## src/tgc_pkg.sv

```systemverilog
// Package for the tiled gradient coherence block: widths, register indexes,
// sequencer states and the packed tile-sum record.
// Depends on nothing; the design files use it by scoped names, the testbench by import.
package tgc_pkg;

    localparam int MAX_WIDTH = 4096;
    localparam int ROW_LIMIT = 4096;
    localparam int TILE_SIZE = 16;
    localparam int TILE_LOG  = 4;
    localparam int COL_W     = 12;
    localparam int TILE_IW   = 8;
    localparam int TILE_COLS = 256;
    localparam int SUM_W     = 25;
    localparam int XY_W      = 26;
    localparam int TOT_W     = 42;
    localparam int RAD_W     = 52;
    localparam int ROOT_W    = 26;
    localparam int NUM_W     = 59;
    localparam int Q_W       = 17;
    localparam int CFG_W     = 13;
    localparam int CFG_IDX_W = 2;

    localparam logic [Q_W-1:0]       ONE_Q16      = 17'h10000;
    localparam logic [CFG_W-1:0]     WIDTH_RESET  = 13'd1920;
    localparam logic [CFG_W-1:0]     HEIGHT_RESET = 13'd1080;
    localparam logic [CFG_IDX_W-1:0] REG_WIDTH    = 2'd0;
    localparam logic [CFG_IDX_W-1:0] REG_HEIGHT   = 2'd1;

    typedef enum logic [3:0] {
        ST_IDLE,
        ST_RD2,
        ST_GRAD,
        ST_MUL,
        ST_ACC,
        ST_SQ1,
        ST_SQ2,
        ST_SQ3,
        ST_SQW,
        ST_END,
        ST_DIVW
    } tgc_state_t;

    typedef struct packed {
        logic [XY_W-1:0]  xy;
        logic [SUM_W-1:0] yy;
        logic [SUM_W-1:0] xx;
    } tile_sums_t;

endpackage

```

## src/tgc_isqrt.sv

```systemverilog
// Iterative floor square root, one result bit per cycle.
// Depends on tgc_pkg for the radicand and root widths.
module tgc_isqrt
(
    input  logic                         clk,
    input  logic                         rst_n,
    input  logic                         start,
    input  logic [tgc_pkg::RAD_W-1:0]    radicand,
    output logic                         done,
    output logic [tgc_pkg::ROOT_W-1:0]   root
);

    logic                        run_reg;
    logic                        done_reg;
    logic [4:0]                  cnt_reg;
    logic [tgc_pkg::RAD_W-1:0]   rad_reg;
    logic [tgc_pkg::ROOT_W+2:0]  rem_reg;
    logic [tgc_pkg::ROOT_W-1:0]  root_reg;

    logic [tgc_pkg::ROOT_W+2:0]  rem_sh;
    logic [tgc_pkg::ROOT_W+2:0]  trial;

    // One digit step: bring down two radicand bits and try the next root bit.
    assign rem_sh = {rem_reg[tgc_pkg::ROOT_W:0], rad_reg[tgc_pkg::RAD_W-1 -: 2]};
    assign trial  = {1'b0, root_reg, 2'b01};

    // Control: counter and handshake.
    always_ff @(posedge clk or negedge rst_n)
    begin
        if (!rst_n)
        begin
            run_reg  <= 1'b0;
            done_reg <= 1'b0;
            cnt_reg  <= '0;
        end
        else
        begin
            done_reg <= 1'b0;
            if (start)
            begin
                run_reg <= 1'b1;
                cnt_reg <= 5'(tgc_pkg::ROOT_W - 1);
            end
            else if (run_reg)
            begin
                cnt_reg <= cnt_reg - 5'd1;
                if (cnt_reg == '0)
                begin
                    run_reg  <= 1'b0;
                    done_reg <= 1'b1;
                end
            end
        end
    end

    // Datapath: remainder, root and the shifting radicand.
    always_ff @(posedge clk)
    begin
        if (start)
        begin
            rad_reg  <= radicand;
            rem_reg  <= '0;
            root_reg <= '0;
        end
        else if (run_reg)
        begin
            rad_reg <= {rad_reg[tgc_pkg::RAD_W-3:0], 2'b00};
            if (rem_sh >= trial)
            begin
                rem_reg  <= rem_sh - trial;
                root_reg <= {root_reg[tgc_pkg::ROOT_W-2:0], 1'b1};
            end
            else
            begin
                rem_reg  <= rem_sh;
                root_reg <= {root_reg[tgc_pkg::ROOT_W-2:0], 1'b0};
            end
        end
    end

    assign done = done_reg;
    assign root = root_reg;

endmodule

```

## config.mk

```make
export PLATFORM = sky130hd
export DESIGN_NAME = tgc_isqrt
export DESIGN_NICKNAME = d
export VERILOG_FILES = /design/src/tgc_pkg.sv /design/src/tgc_isqrt.sv
export SDC_FILE = /design/constraint.sdc
export NUM_CORES = 1
export LEC_CHECK = 0
export BUFFER_PORTS_ARGS = -buffer_cell sky130_fd_sc_hd__buf_2
export CAP_MARGIN = 20
export CORE_UTILIZATION = 30
export DETAILED_ROUTE_END_ITERATION = 10
export GPL_ROUTABILITY_DRIVEN = 0
export GPL_TIMING_DRIVEN = 0
export PLACE_DENSITY = 0.55
export SYNTH_ARGS = -nofsm -noshare
export SYNTH_HDL_FRONTEND = slang
export SYNTH_SLANG_ARGS = --single-unit
```

## constraint.sdc

```tcl
create_clock -name clk -period 7.4 [get_ports clk]
set_input_delay 1.48 -clock clk [delete_from_list [all_inputs] [get_ports clk]]
set_output_delay 1.48 -clock clk [all_outputs]
set_load 0.005 [all_outputs]
```

# Word-level counts from Yosys, hierarchy flattened
# Index checks and enable logic that the tools add are counted.
totals:
  word_cells: 23
  input_bits: 55
  out_inout_bits: 27
  reg_bits: 112
op_classes:
  magnitude_cmp: 1
  n_reduce_logical: 2
  n_addsub: 2
  n_mux: 12
op_table:
  columns: ["op", "count"]
  rows:
  - ["52-bit two-way mux", 2]
  - ["29-bit by 28-bit greater-or-equal comparator with 1-bit output", 1]
  - ["27-bit two-way mux", 1]
  - ["27-bit subtractor", 1]
  - ["5-bit two-way mux", 2]
  - ["1-bit two-way mux", 7]
  - ["5-bit logical NOT", 1]
  - ["5-bit by 1-bit subtractor with 5-bit output (second input constant)", 1]
  - ["2-bit nonzero test", 1]

# Logic depth before layout (Yosys ltp)
logic_depth:
  word_depth: 4
  depth_mapped: 13
  depth_no_buf: 11

# Worst setup path before layout
# No wires, ideal clock.
synth_path:
  kind: "input to register"
  from: "in start"
  to: "reg rad_reg[0] (netlist bit), enable pin"
  path_stages: 3
  n_path_buf: 1
  arrival_time_ps: 2875
  required_time_ps: 6994
  setup_time_ps: 406
  setup_slack_ps: 4118
  path_cell_list: "clkbuf_1 > nor2_1 > inv_1"
synth_between:
  elab_chain_len: 1
synth_lines:
  columns: ["element", "line", "text"]
  rows:
  - ["from (decl)", "tgc_isqrt.sv:7", "input logic start,"]
  - ["2-bit nonzero test (no source line)", null, null]
  - ["to (signal assigned)", "tgc_isqrt.sv:61", "rad_reg <= radicand;"]
  - ["to (signal assigned)", "tgc_isqrt.sv:67", "rad_reg <= {rad_reg[tgc_pkg::RAD_W-3:0], 2'b00};"]
  - ["to (decl)", "tgc_isqrt.sv:16", "logic [tgc_pkg::RAD_W-1:0] rad_reg;"]
# Every way passes these cells.
# A chain may end at the register's enable or synchronous reset.

# Worst setup path after layout
layout_path:
  from: "in start"
  to: "reg cnt_reg[2]"
layout_between:
  elab_chain_len: 1
  word_cells_on_any_way: 2
  classes_between: "mux: 1; reduce/logical: 1"
layout_lines:
  columns: ["element", "line", "text"]
  rows:
  - ["5-bit two-way mux or 2-bit nonzero test (tied branches)", null, null]
  - ["to (signal assigned)", "tgc_isqrt.sv:42", "cnt_reg <= 5'(tgc_pkg::ROOT_W - 1);"]
  - ["to (signal assigned)", "tgc_isqrt.sv:46", "cnt_reg <= cnt_reg - 5'd1;"]
  - ["to (decl)", "tgc_isqrt.sv:15", "logic [4:0] cnt_reg;"]
# Several ways; a longest one is shown, not always the timed one.

==> impl_metrics.yaml <==
synth:
  synth_seq_cells: 112
  synth-edff-count: 52
  syn_avg_cell_area_um2: 10.7
  synth_top_area_cell: "edfxtp_1"
  ys_seq_area_share_pct: 45.1
  netlist_instances: 580
  synth_fp_nets: 665
  synth_top_area_share_pct: 25.2
  yosysUniqueCellTypes: 63
  async_reset_ff_share_pct: 6.25
  yosys_warnings: 0
  synth-main-ff-cell: "dfxtp_1"
  synth_area_leaders: "edfxtp_1 (25%), dfxtp_1 (17%), mux2_2 (9.3%)"
  netlist_area_mm2: 0.00621
clocking:
  root_buffer: "clkbuf_16"
  clock_path_buffers: 2
  cts_max_level: 3
  cts_inserted_buffers: 9
  cts_sinks: 112
  clkSlewWorstSetupHoldPaths_ns: 0.08
  cts_tree: "built"
  postCtsResizedCells: 0
  clkLatencyLatePin_ns: 0.36
  postCtsSetupRepairBufs: 0
  ctsHoldBuffers: 0
setup_path:
  rrSetupSlack_ns: 4.55
  startpoint_type: "primary input"
  crit_fanout: 10
  crit_arrival_ns: 3.10
  cp-end-kind: "register"
  criticalPathCategory: "in -> reg"
  critPathRequiredTime_ns: 7.62
routing:
  antenna_left: 0
  vias: 4511
  drc: 0
  firstDrtPassIters: 5
  drt-initial-drc-count: 250
  vias_per_cell: 4.76
  wl_um: 14100
  wl_per_cell_um: 14.9
grt:
  grtUsageMet1_pct: 17.8
  use_met3_pct: 5.83
  grt_max_degree: 31
  antenna_found_initial: 2
  grt_busiest_layer: "met2"
  grt.met2_usage_pct: 22.1
  gr-total-overflow: 0
  grt_pass1_wl_um: 23400
  grt_usage_pct: 14.0
  grt_pass1_vias: 4533
power:
  pwr-share-seq_pct: 30.2
  clkPwrFrac_pct: 18.5
  comb_power_share_pct: 51.4
  power.density_mw_per_mm2: 367
  switchingPower_mw: 1.03
  netSwitchingFraction_pct: 38.5
  p_total_mw: 2.67
  peakVddDrop_mv: 0.167
  p_int_mw: 1.64
  p_leak_nw: 3.18
sta:
  fmax_mhz: 348
  min_period_ns: 2.88
  finalCritPeriodShare_pct: 38.9
  worst_clock_skew_ns: 0.00891
  worst_pin_slew_ns: 0.787
  setup_viol: 0
  rsz0062_at_grt: "false"
  fin_ws_ns: 4.52
  relSlewSlack_pct: 47.5
  setup-tns-final_ns: 0
  hold_viol: 0
  slew_viol_final: 0
final_layout:
  diodes: 0
  synthToLayoutAreaGrowth_pct: 17.0
  final_area_mm2: 0.00726
  nets: 757
  largest_reg_flops: 52
  fillCellCount: 2101
  postLayoutCoreUtil_pct: 35.9
  drive_above_1_share_pct: 26.6
floorplanning:
  core_mm2: 0.0202
  io_pins: 82
  start_util_pct: 30.7
  rows: 52
  die_x_um: 146
  die_h_um: 146
  die_area_mm2: 0.0213
place:
  place_ws_ns: 4.06
  dp_hpwl_um: 10400
  dpl_cell_area_mm2: 0.00697
  io_buffers: 80
run:
  drv_cap: 0
hold_path:
  min-delay-path-class: "reg -> reg"
outcome:
  outcome: "finished, final reports clean"
-- cell usage after synthesis, drive strengths merged (2+ instances only) --
master	n
ha	30
or2	2
nor4	2
a21o	10
edfxtp	52
nor2b	2
a31oi	5
inv	40
a21oi	23
a31o	2
nand2	20
clkbuf	19
o21a	5
a41oi	2
mux2	52
a41o	2
a211oi	23
mux2i	49
o31ai	2
nand4	5
dfrtp	7
nor3	4
xor2	9
o21ai	20
xnor2	18
nor2	66
and2	6
buf	11
o211ai	6
nand2b	7
nand3	9
and3	3
dfxtp	53
-- metrics by stage --
step | hold WS (ns) | cells
finish | 0.492 | 947
global route | 0.520 | 947
CTS | 0.498 | 947
detailed placement | 0.485 | 931
global placement | 0.479 | 930
floorplan | 0.450 | 580
-- layout by cell type, fill, tap and decap left out, types with 18 or more instances in the layout --
cell      count
nor2_1       66
dfxtp_1      53
a21oi_1      18
edfxtp_1     52
mux2_2       51
nand2_1      18
o21ai_0      19
inv_1        38
clkbuf_1     19
xnor2_1      18
buf_2        81
a211oi_1     22
ha_1         30
mux2i_1      49
-- worst max-delay path, cell delays in order --
cell	delay (ns)
clkbuf_1	0.42
clkbuf_1	0.48
clkbuf_1	0.59
nor2_1	0.11
-- power groups by stage --
stage / Combinational, mW / Sequential [mW] / Clock [mW]
global route: 1.51 / 0.817 / 0.540
detailed placement: 1.37 / 0.818 / 0
finish: 1.37 / 0.804 / 0.492
global placement: 1.37 / 0.817 / 0
CTS: 1.38 / 0.805 / 0.515
floorplan: 1.12 / 0.799 / 0
-- cells by family after synthesis --
| family | Yosys count | synth area share [%] |
|---|---|---|
| xor+xnor | 27 | 3.81 |
| flops | 112 | 45.1 |
| mux | 101 | 17.4 |
| simple gates | 131 | 9.88 |
| compound gates | 109 | 12.8 |
| buf+inv | 70 | 4.98 |
| fa+ha+maj | 30 | 6.05 |
-- final cells by class --
| type | instances | area [um2] | share of cell area [%] |
|---|---|---|---|
| Timing Repair Buffer | 81 | 420 | 5.79 |
| Sequential cell | 112 | 2800 | 38.5 |
| Inverter | 40 | 150 | 2.07 |
| Clock inverter | 7 | 70.1 | 0.965 |
| Multi-Input combinational cell | 398 | 3100 | 42.7 |
| Buffer | 30 | 159 | 2.19 |
| Clock buffer | 9 | 225 | 3.10 |
| Tap cell | 270 | 338 | 4.65 |
-- final timing paths --
kind,from,depth (start not counted),endpoint
setup / recovery,start,4,cnt_reg[2]$_DFFE_PN0P_
max in group asynchronous,rst_n,1,cnt_reg[4]$_DFFE_PN0P_
min in group asynchronous,rst_n,1,cnt_reg[1]$_DFFE_PN0P_
setup reg to reg,root[0]$_SDFFE_PP0P_,11,rem_reg[18]$_SDFFE_PP0P_
hold reg to reg,rem_reg[0]$_SDFFE_PP0P_,2,rem_reg[0]$_SDFFE_PP0P_
hold / removal,rem_reg[0]$_SDFFE_PP0P_,2,rem_reg[0]$_SDFFE_PP0P_
-- metal layers --
metal,up-vias,wire [um]
met1,2121,6500
met5,-,13
met3,11,1070
met4,2,133
met2,103,6400
li1,2274,-
Note: power is estimated with default switching activity, not from simulation.
