==> config.mk <==
export PLATFORM = sky130hd
export DESIGN_NAME = tgc_div
export DESIGN_NICKNAME = d
export VERILOG_FILES = /design/src/tgc_pkg.sv /design/src/tgc_div.sv
export SDC_FILE = /design/constraint.sdc
export NUM_CORES = 1
export LEC_CHECK = 0
export BUFFER_PORTS_ARGS = -buffer_cell sky130_fd_sc_hd__buf_4
export CORE_MARGIN = 2
export CORE_UTILIZATION = 35
export CTS_CLUSTER_DIAMETER = 60
export DETAILED_ROUTE_END_ITERATION = 10
export HOLD_SLACK_MARGIN = 0.12
export MAX_ROUTING_LAYER = met4
export PLACE_DENSITY_LB_ADDON = 0.08
export SLEW_MARGIN = 20
export SYNTH_ARGS = -nofsm -noshare
export SYNTH_HDL_FRONTEND = slang
export SYNTH_SLANG_ARGS = --single-unit
==> constraint.sdc <==
create_clock -name clk -period 3.9 [get_ports clk]
set_clock_uncertainty 0.1 [all_clocks]
set_input_delay 0.585 -clock clk [delete_from_list [all_inputs] [get_ports clk]]
set_output_delay 0.585 -clock clk [all_outputs]
set_load 0.01 [all_outputs]
==> src/tgc_pkg.sv <==
// Package for the tiled gradient coherence block: widths, register indexes,
// sequencer states and the packed tile-sum record.
// Depends on nothing; the design files use it by scoped names, the testbench by import.
package tgc_pkg;

    localparam int MAX_WIDTH = 4096;
    localparam int ROW_LIMIT = 4096;
    localparam int TILE_SIZE = 16;
    localparam int TILE_LOG  = 4;
    localparam int COL_W     = 12;
    localparam int TILE_IW   = 8;
    localparam int TILE_COLS = 256;
    localparam int SUM_W     = 25;
    localparam int XY_W      = 26;
    localparam int TOT_W     = 42;
    localparam int RAD_W     = 52;
    localparam int ROOT_W    = 26;
    localparam int NUM_W     = 59;
    localparam int Q_W       = 17;
    localparam int CFG_W     = 13;
    localparam int CFG_IDX_W = 2;

    localparam logic [Q_W-1:0]       ONE_Q16      = 17'h10000;
    localparam logic [CFG_W-1:0]     WIDTH_RESET  = 13'd1920;
    localparam logic [CFG_W-1:0]     HEIGHT_RESET = 13'd1080;
    localparam logic [CFG_IDX_W-1:0] REG_WIDTH    = 2'd0;
    localparam logic [CFG_IDX_W-1:0] REG_HEIGHT   = 2'd1;

    typedef enum logic [3:0] {
        ST_IDLE,
        ST_RD2,
        ST_GRAD,
        ST_MUL,
        ST_ACC,
        ST_SQ1,
        ST_SQ2,
        ST_SQ3,
        ST_SQW,
        ST_END,
        ST_DIVW
    } tgc_state_t;

    typedef struct packed {
        logic [XY_W-1:0]  xy;
        logic [SUM_W-1:0] yy;
        logic [SUM_W-1:0] xx;
    } tile_sums_t;

endpackage

==> src/tgc_div.sv <==
// Restoring divider, one quotient bit per cycle, for the frame-end ratio.
// Depends on tgc_pkg for the dividend and divisor widths.
module tgc_div
(
    input  logic                        clk,
    input  logic                        rst_n,
    input  logic                        start,
    input  logic [tgc_pkg::NUM_W-1:0]   dividend,
    input  logic [tgc_pkg::TOT_W-1:0]   divisor,
    output logic                        done,
    output logic [tgc_pkg::NUM_W-1:0]   quotient
);

    logic                        run_reg;
    logic                        done_reg;
    logic [5:0]                  cnt_reg;
    logic [tgc_pkg::NUM_W-1:0]   num_reg;
    logic [tgc_pkg::TOT_W-1:0]   den_reg;
    logic [tgc_pkg::TOT_W-1:0]   rem_reg;

    logic [tgc_pkg::TOT_W:0]     rem_sh;
    logic [tgc_pkg::TOT_W:0]     rem_sub;

    // The dividend shifts out at the top while quotient bits enter below.
    assign rem_sh  = {rem_reg, num_reg[tgc_pkg::NUM_W-1]};
    assign rem_sub = rem_sh - {1'b0, den_reg};

    // Control: counter and handshake.
    always_ff @(posedge clk or negedge rst_n)
    begin
        if (!rst_n)
        begin
            run_reg  <= 1'b0;
            done_reg <= 1'b0;
            cnt_reg  <= '0;
        end
        else
        begin
            done_reg <= 1'b0;
            if (start)
            begin
                run_reg <= 1'b1;
                cnt_reg <= 6'(tgc_pkg::NUM_W - 1);
            end
            else if (run_reg)
            begin
                cnt_reg <= cnt_reg - 6'd1;
                if (cnt_reg == '0)
                begin
                    run_reg  <= 1'b0;
                    done_reg <= 1'b1;
                end
            end
        end
    end

    // Datapath: partial remainder, and dividend and quotient sharing one shift register.
    always_ff @(posedge clk)
    begin
        if (start)
        begin
            num_reg <= dividend;
            den_reg <= divisor;
            rem_reg <= '0;
        end
        else if (run_reg)
        begin
            if (rem_sh >= {1'b0, den_reg})
            begin
                rem_reg <= rem_sub[tgc_pkg::TOT_W-1:0];
                num_reg <= {num_reg[tgc_pkg::NUM_W-2:0], 1'b1};
            end
            else
            begin
                rem_reg <= rem_sh[tgc_pkg::TOT_W-1:0];
                num_reg <= {num_reg[tgc_pkg::NUM_W-2:0], 1'b0};
            end
        end
    end

    assign done     = done_reg;
    assign quotient = num_reg;

endmodule

* After elaboration in Yosys (flattened, before gate mapping)
Cells that the tools add are included.
** Word-level totals
- Flip-flop bits (word level) :: 151
- Bits of input ports :: 104
- Logic and storage cells :: 23
** Cells by class
- Add/subtract/negate cells :: 2
- Order comparisons :: 1
- Multiplexer cells :: 12
- Reduce and logical (&&, ||, !) cells :: 2
** Operators with widths (number)
- $mux 59 :: 2
- $ge 43x42->1 :: 1
- $mux 42 :: 1
- $sub 42x42->42 :: 1
- $mux 6 :: 2
- $mux 1 :: 7
- $logic_not 6->1 :: 1
- $sub 6x1->6 const B :: 1
- $reduce_bool 2->1 :: 1

* Logic depth before layout (Yosys ltp)
Gate-level depths: netlist of the first run.
- Word-level depth :: 4
- Gate-level depth with buffers :: 14

* Worst setup path before layout of the first run
Ideal clock, no wire load.
- Kind :: register to register
- From :: reg num_reg, in the netlist quotient[58]
- To :: reg rem_reg[34] in the netlist's numbering
- Data arrival time :: 3.228 ns
- Required time :: 3.712 ns
- Setup slack :: 0.484 ns
- Cell stages (with the launch flop) :: 14
- Clock period less this slack :: 3.416 ns
- Path through :: edfxtp_1 > inv_1 > ha_1 > inv_1 > fa_1 > a21oi_1 > o21ai_1 > a221o_1 > a2bb2oi_1 > nor3b_2 > o221a_2 > nor4b_1 > or4_1 > a311oi_2
** On the way
- Cells in the longest elaborated chain, start to end :: 2
** Ends and longest elaborated chain
- start: declaration :: RTL line tgc_div.sv:17 : logic [tgc_pkg::NUM_W-1:0] num_reg;
- start signal: assignment :: RTL line tgc_div.sv:62 : num_reg <= dividend;
- start signal: assignment :: RTL line tgc_div.sv:71 : num_reg <= {num_reg[tgc_pkg::NUM_W-2:0], 1'b1};
- start signal: assignment :: RTL line tgc_div.sv:76 : num_reg <= {num_reg[tgc_pkg::NUM_W-2:0], 1'b0};
- $sub 42x42->42 / $ge 43x42->1 (equally long branches) :: RTL line tgc_div.sv:26, tgc_div.sv:68
- $mux 42 * :: RTL line tgc_div.sv:68 : if (rem_sh >= {1'b0, den_reg})
- end signal: assignment :: RTL line tgc_div.sv:70 : rem_reg <= rem_sub[tgc_pkg::TOT_W-1:0];
- end signal: assignment :: RTL line tgc_div.sv:75 : rem_reg <= rem_sh[tgc_pkg::TOT_W-1:0];
- end: declaration :: RTL line tgc_div.sv:19 : logic [tgc_pkg::TOT_W-1:0] rem_reg;
Mark *: on every way between the ends. The rest lies on a longest branch, timed or not.
A chain may end at the register's enable or synchronous reset.

* Worst setup path in the final report of the first run
- From :: reg den_reg[4] in the netlist's numbering
- To :: reg rem_reg[36] in the netlist's numbering
** On the way
- Cells in the longest elaborated chain, start to end :: 2
** Ends and longest elaborated chain
- start: declaration :: RTL line tgc_div.sv:18 : logic [tgc_pkg::TOT_W-1:0] den_reg;
- start signal: assignment :: RTL line tgc_div.sv:63 : den_reg <= divisor;
- $sub 42x42->42 / $ge 43x42->1 (equally long branches) :: RTL line tgc_div.sv:26, tgc_div.sv:68
- $mux 42 * :: RTL line tgc_div.sv:68
Marked as above.

==> impl_metrics.py, run 1 <==
metrics = {
    "die": {
        "start_util_pct": 35.3,
        "coreArea_um2": 24200,
        "fp.dieW_um": 160,
        "die_area_um2": 25700,
        "die_h_um": 160,
        "io_pins": 164,
        "rows": 57,
    },
    "clocking": {
        "h-tree-depth": 4,
        "clkLatencyLatePin_ns": 0.44,
        "cts-root-buf": "clkbuf_16",
        "clockBufferDepth": 2,
        "cts.sinks": 151,
        "cts_tree": "yes",
        "cts_made_buffers": 17,
        "ctsResizeCount": 0,
        "clk_pin_slew_ns": 0.08,
    },
    "placed_design": {
        "place_area_um2": 10100,
        "portBuffers": 163,
        "dp_hpwl_mm": 14.9,
        "place.gp.congestion": 0.773,
        "post-place-ws_ns": 0.303,
    },
    "detailed_routing": {
        "vias_per_cell": 5.02,
        "drc": 0,
        "initialDrtViolationCount": 304,
        "via_count": 6431,
        "postRouteAntennaNets": 0,
        "dr.pass1.iters": 4,
        "drt-total-wl_mm": 20.9,
        "wl_per_cell_um": 16.3,
    },
    "grt": {
        "first_global_vias": 6694,
        "use_met3_pct": 5.12,
        "grt_max_degree": 120,
        "grt_pass1_wl_mm": 34.1,
        "grtUsageMet1_pct": 22.4,
        "antenna_found_initial": 0,
        "grt_usage_pct": 17.1,
        "busiest_layer": "met2",
        "grt.overflow.total": 0,
        "grtUsageMet2_pct": 26.0,
    },
    "synth": {
        "synth-simple-area-share_pct": 10.1,
        "muxShareOfSynthArea_pct": 11.8,
        "synth_common_cells": "edfxtp_1, nor2_1, mux2_2, inv_1, nand2_1",
        "synth.ff_latch_count": 151,
        "synth_top_family_by_area": "compound AO/OA/AOI/OAI gates",
        "syn_avg_cell_area_um2": 10.9,
        "synthXorXnorAreaFrac_pct": 4.20,
        "syn_inst": 787,
        "seq_area_frac_synth_pct": 47.7,
        "synth_edf_count": 101,
        "syn-num-nets": 936,
        "synth_fa_ha_area_share_pct": 6.68,
        "async_reset_ff_share_pct": 5.30,
        "synth_compound_area_share_pct": 15.0,
        "synth.area.top_cells": "edfxtp_1, dfxtp_1, mux2_2",
        "yosysTopAreaCell": "edfxtp_1",
        "synth_area_um2": 8550,
        "synth_ff_type": "edfxtp_1",
        "yosysMostFrequentCell": "edfxtp_1",
        "ys_types": 74,
        "synth.top_cell.area_share_pct": 35.5,
        "yosys_warnings": 0,
    },
    "setup_path": {
        "cp_top_family": "compound AO/OA/AOI/OAI gates",
        "startpoint_type": "flip-flop",
        "crit_chain": "inv_1 > ha_1 > nand3_1 > a21oi_2 > o2111ai_1 > a21oi_2 > a31oi_2 > o41a_4 > o21a_4 > or4b_1 > a311oi_2",
        "cp_data_required_time_ns": 4.14,
        "crit_type": "reg -> reg",
        "slowest_stage": "or4b_1",
        "path_max_fanout": 26,
        "critPathMaxStageDelay_ns": 0.60,
        "crit_path_end_kind": "flip-flop",
        "crit_buf_inv": 1,
        "crit_top_cell": "a21oi_2",
        "arrival_ns": 3.81,
    },
    "timing": {
        "rsz0062_at_grt": "false",
        "fin_crit_ns": 3.57,
        "slew_headroom_pct": 56.0,
        "finalWorstSetupSlack_ns": 0.330,
        "max_freq_ghz": 0.280,
        "hold_viol": 0,
        "maxSlewViolCount": 0,
        "tns_ns": 0,
        "setup_viol": 0,
        "layout_worst_path_cycle_share_pct": 91.5,
        "worst_pin_slew_ns": 0.660,
    },
    "final_layout": {
        "syn2layout_area_growth_pct": 25.9,
        "antennaDiodeCount": 0,
        "drive_gt1_share_pct": 30.1,
        "largest_reg_flops": 59,
        "final_net_count": 1094,
        "filler_cell_count": 2330,
        "final_area_um2": 10800,
    },
    "pwr": {
        "power_density_nw_per_um2": 623,
        "p_int_uw": 4240,
        "switching_share_pct": 36.8,
        "leakagePower_uw": 0.00476,
        "seq_power_share_pct": 32.9,
        "p_sw_uw": 2470,
        "vdd_ir_drop_max_uv": 272,
        "clkPwrFrac_pct": 25.7,
        "combPwrFrac_pct": 41.4,
    },
    "run_status": {
        "status": "complete, no violations",
    },
    "job": {
        "max_cap_viol_count": 0,
    },
    "worst_hold_path": {
        "hp-class": "in -> reg",
    },
}
final cells by class:
type | instances | area, um^2 | share of cell area, %
Clock buffer | 17 | 425 | 3.95
Clock inverter | 15 | 183 | 1.70
Sequential cell | 151 | 4080 | 37.9
Timing Repair Buffer | 177 | 1370 | 12.8
Multi-Input combinational cell | 539 | 4080 | 37.9
Tap cell | 324 | 405 | 3.77
Inverter | 59 | 221 | 2.06
cell usage in the layout, fill, tap and decap left out, types with 7 or more instances in the layout:
cell	n
a211oi_1	35
mux2_2	59
xnor2_1	21
xor2_1	20
dfxtp_1	42
edfxtp_1	101
o21ai_0	24
a21o_1	14
clkbuf_16	17
mux2i_1	34
a21oi_1	40
nand3_1	10
buf_4	172
nand2_1	50
inv_1	57
and3_1	8
dfrtp_1	7
o21bai_1	8
ha_1	44
nor2_1	60
a31oi_1	7
nor3_1	9
logic make-up after synthesis:
| group | Yosys count |
|---|---|
| AO/OA/AOI/OAI | 181 |
| adder cells (fa/ha/maj) | 45 |
| buffers and inverters | 97 |
| AND/OR/NAND/NOR | 179 |
| XOR/XNOR | 41 |
| multiplexers | 93 |
| flip-flops | 151 |
power by group through the flow:
stage	clock network (uW)	registers (uW)	logic (uW)
2_1_floorplan	0	2220	2060
3_3_place_gp	0	2230	2790
3_5_place_dp	0	2230	2780
4_1_cts	1780	2210	2800
5_1_grt	1830	2250	3090
6_report	1720	2210	2770
final timing paths:
path                                     startpoint                        to  slack [ns]  cells past startpoint
hold reg to reg            rem_reg[10]$_SDFFE_PP0P_  rem_reg[10]$_SDFFE_PP0P_        0.40                      2
hold / removal                          divisor[16]     den_reg[16]$_DFFE_PP_        0.21                      1
setup reg to reg               den_reg[4]$_DFFE_PP_  rem_reg[36]$_SDFFE_PP0P_        0.33                     11
min in group asynchronous                     rst_n            done$_DFF_PN0_        0.41                      2
setup / recovery               den_reg[4]$_DFFE_PP_  rem_reg[36]$_SDFFE_PP0P_        0.33                     11
max in group asynchronous                     rst_n         run_reg$_DFF_PN0_        3.15                      2
layer usage:
layer	wire [um]	share of wire, %
met4	161	0.77
met5	0	0
met2	9430	45
met3	1350	6.5
met1	10000	48
per-stage QoR:
step / power [uW] / utilization [%] / hold WS [ns] / cells
CTS: 6780 / 44.5 / 0.196 / 1282
global route: 7170 / 44.5 / 0.195 / 1282
detailed placement: 5010 / 41.9 / 0.309 / 1249
global placement: 5030 / 41.9 / 0.310 / 1249
finish: 6700 / 44.5 / 0.211 / 1282
floorplan: 4280 / - / 0.189 / 787
repair_timing:
item,in CTS,in global routing
hold endpoints to repair,8,0
hold buffers,1,0
setup buffers,0,0
No activity file was read; power rests on OpenSTA's default activity.
==> run 2: changes to the inputs <==
==> constraint.sdc (replaced) <==
create_clock -name clk -period 4.2 [get_ports clk]
set_clock_uncertainty 0.1 [all_clocks]
set_input_delay 0.63 -clock clk [delete_from_list [all_inputs] [get_ports clk]]
set_output_delay 0.63 -clock clk [all_outputs]
set_load 0.02 [all_outputs]
==> run 2 against run 1 <==
  * Sequential power is 7% lower
  * Routed wire length is 1.3% lower
  * Setup slack better by 0.15 ns
  * Sequential cell count stayed put
  * Maximum frequency is 3.9% lower
  * Combinational power is 8.3% lower
  * Clock power is 3% lower
  * Sequential share of layout area is 0.21 points higher
  * Clock-buffer cell count stayed put
  * Final cell count is 0.55% lower
  * Hold slack better by 0.054 ns
  * Critical path type unchanged
  * Largest cell class unchanged
==> impl_metrics.py, run 2 (synthesis results as in run 1) <==
metrics = {
    "final_layout": {
        "filler_cell_count": 2320,
        "final_net_count": 1087,
        "largest_reg_flops": 59,
        "seq_area_um2": 4080,
        "final_common_cell": "buf_4",
        "drive_gt1_share_pct": 29.4,
        "syn2layout_area_growth_pct": 25.2,
        "antennaDiodeCount": 0,
        "fin_util_pct": 44.3,
        "most-common-layout-cells": "buf_4, edfxtp_1, nor2_1",
        "multi_input_comb_area_um2": 4080,
    },
    "timing": {
        "tns_ns": 0,
        "maxSlewViolCount": 0,
        "hold_viol": 0,
        "rsz0062_at_grt": "false",
        "worst_pin_slew_ns": 0.849,
        "slew_headroom_pct": 43.4,
        "setup_viol": 0,
        "fin_crit_ns": 3.72,
        "hold_slack_ns": 0.265,
        "layout_worst_path_cycle_share_pct": 88.5,
        "max_freq_ghz": 0.269,
    },
    "clocking": {
        "clk_pin_slew_ns": 0.08,
        "cts_tree": "yes",
        "clockBufferDepth": 2,
        "post-cts-setup-buffers": 0,
        "cts_made_buffers": 17,
        "ctsResizeCount": 0,
        "clkLatencyLatePin_ns": 0.44,
        "cts.sinks": 151,
        "h-tree-depth": 4,
        "cts-root-buf": "clkbuf_16",
        "cts_hold_repair.buffers": 1,
    },
    "pwr": {
        "seq_power_share_pct": 32.7,
        "combPwrFrac_pct": 40.6,
        "power_density_nw_per_um2": 585,
        "leakagePower_uw": 0.00472,
        "vdd_ir_drop_max_uv": 304,
        "switching_share_pct": 36.3,
        "clkPwrFrac_pct": 26.7,
        "p_sw_uw": 2270,
        "p_int_uw": 3990,
    },
    "setup_path": {
        "crit_type": "reg -> reg",
        "path_max_fanout": 49,
        "cp_data_required_time_ns": 4.44,
        "arrival_ns": 3.96,
        "crit_path_end_kind": "flip-flop",
        "startpoint_type": "flip-flop",
    },
    "detailed_routing": {
        "postRouteAntennaNets": 0,
        "initialDrtViolationCount": 293,
        "via_count": 6381,
        "dr.pass1.iters": 5,
        "drc": 0,
        "vias_per_cell": 5.00,
        "wl_per_cell_um": 16.2,
        "drt-total-wl_mm": 20.7,
    },
    "grt": {
        "grt_pass1_wl_mm": 33.6,
        "grt_usage_pct": 17.0,
        "first_global_vias": 6509,
        "grt_max_degree": 78,
        "antenna_found_initial": 0,
        "grt.overflow.total": 0,
    },
    "placed_design": {
        "place.gp.congestion": 0.822,
        "dp_hpwl_mm": 14.8,
        "portBuffers": 163,
    },
    "die": {
        "start_util_pct": 35.3,
        "coreArea_um2": 24200,
        "die_area_um2": 25700,
        "io_pins": 164,
        "die_h_um": 160,
        "rows": 57,
        "fp.dieW_um": 160,
    },
    "job": {
        "max_cap_viol_count": 0,
    },
    "worst_hold_path": {
        "hp-class": "in -> reg",
    },
    "run_status": {
        "status": "complete, no violations",
    },
}
## run 2: cell count changes in the layout (fill, tap and decap cells not counted)
cell / previous run / this run
clkinv_1: 1 / 2
buf_12: 3 / 1
clkinv_2: 1 / 0
bufinv_16: 1 / 3
buf_4: 172 / 167
clkinv_4: 0 / 1
clkinv_8: 3 / 0
## run 2: final timing paths
| path | end | slack (ns) | startpoint | depth (start not counted) |
|---|---|---|---|---|
| min reg2reg | rem_reg[12]$_SDFFE_PP0P_ | 0.41 | rem_reg[12]$_SDFFE_PP0P_ | 2 |
| max | rem_reg[13]$_SDFFE_PP0P_ | 0.48 | den_reg[6]$_DFFE_PP_ | 11 |
| max reg2reg | rem_reg[13]$_SDFFE_PP0P_ | 0.48 | den_reg[6]$_DFFE_PP_ | 11 |
| max in group asynchronous | run_reg$_DFF_PN0_ | 3.40 | rst_n | 2 |
| min | den_reg[8]$_DFFE_PP_ | 0.26 | divisor[8] | 1 |
| min in group asynchronous | run_reg$_DFF_PN0_ | 0.46 | rst_n | 2 |
## run 2: routing by layer
| layer | vias to the layer above | share of wire (%) | global-route usage [%] |
|---|---|---|---|
| met2 | 145 | 44 | 25.0 |
| li1 | 3217 | - | - |
| met1 | 3002 | 49 | 22.5 |
| met3 | 17 | 6.3 | 5.51 |
| met4 | 0 | 1.2 | 4.95 |
| met5 | - | 0 | - |
## run 2: critical path: stages, from the launching register on
cell       delay, ns
edfxtp_1        0.33
inv_1           0.04
ha_1            0.35
a21o_1          0.22
and4_1          0.21
a2111oi_2       0.46
a21oi_2         0.14
a31oi_2         0.35
o41a_4          0.24
o21a_4          0.65
mux2i_1         0.17
a211oi_1        0.28
## run 2: metrics by stage
step	instance area [um^2]	instances	power, uW	worst slack, ns
floorplan	8550	787	4030	0.714
global route	10700	1275	6700	0.151
global placement	10100	1242	4640	0.529
CTS	10700	1275	6340	0.422
detailed placement	10100	1242	4630	0.460
finish	10700	1275	6260	0.485
## run 2: power groups by stage
stage | Sequential, uW | Clock, uW | Combinational [uW]
after floorplan | 2110 | 0 | 1910
after global placement | 2080 | 0 | 2560
after detailed placement | 2080 | 0 | 2550
after CTS | 2050 | 1720 | 2570
after global routing | 2080 | 1780 | 2840
final | 2050 | 1670 | 2540
## run 2: cell type report
| class | count | area share, % |
|---|---|---|
| Inverter | 59 | 2.07 |
| Timing Repair Buffer | 170 | 12.1 |
| Sequential cell | 151 | 38.1 |
| Tap cell | 324 | 3.79 |
| Clock inverter | 15 | 1.88 |
| Multi-Input combinational cell | 539 | 38.1 |
| Clock buffer | 17 | 3.98 |
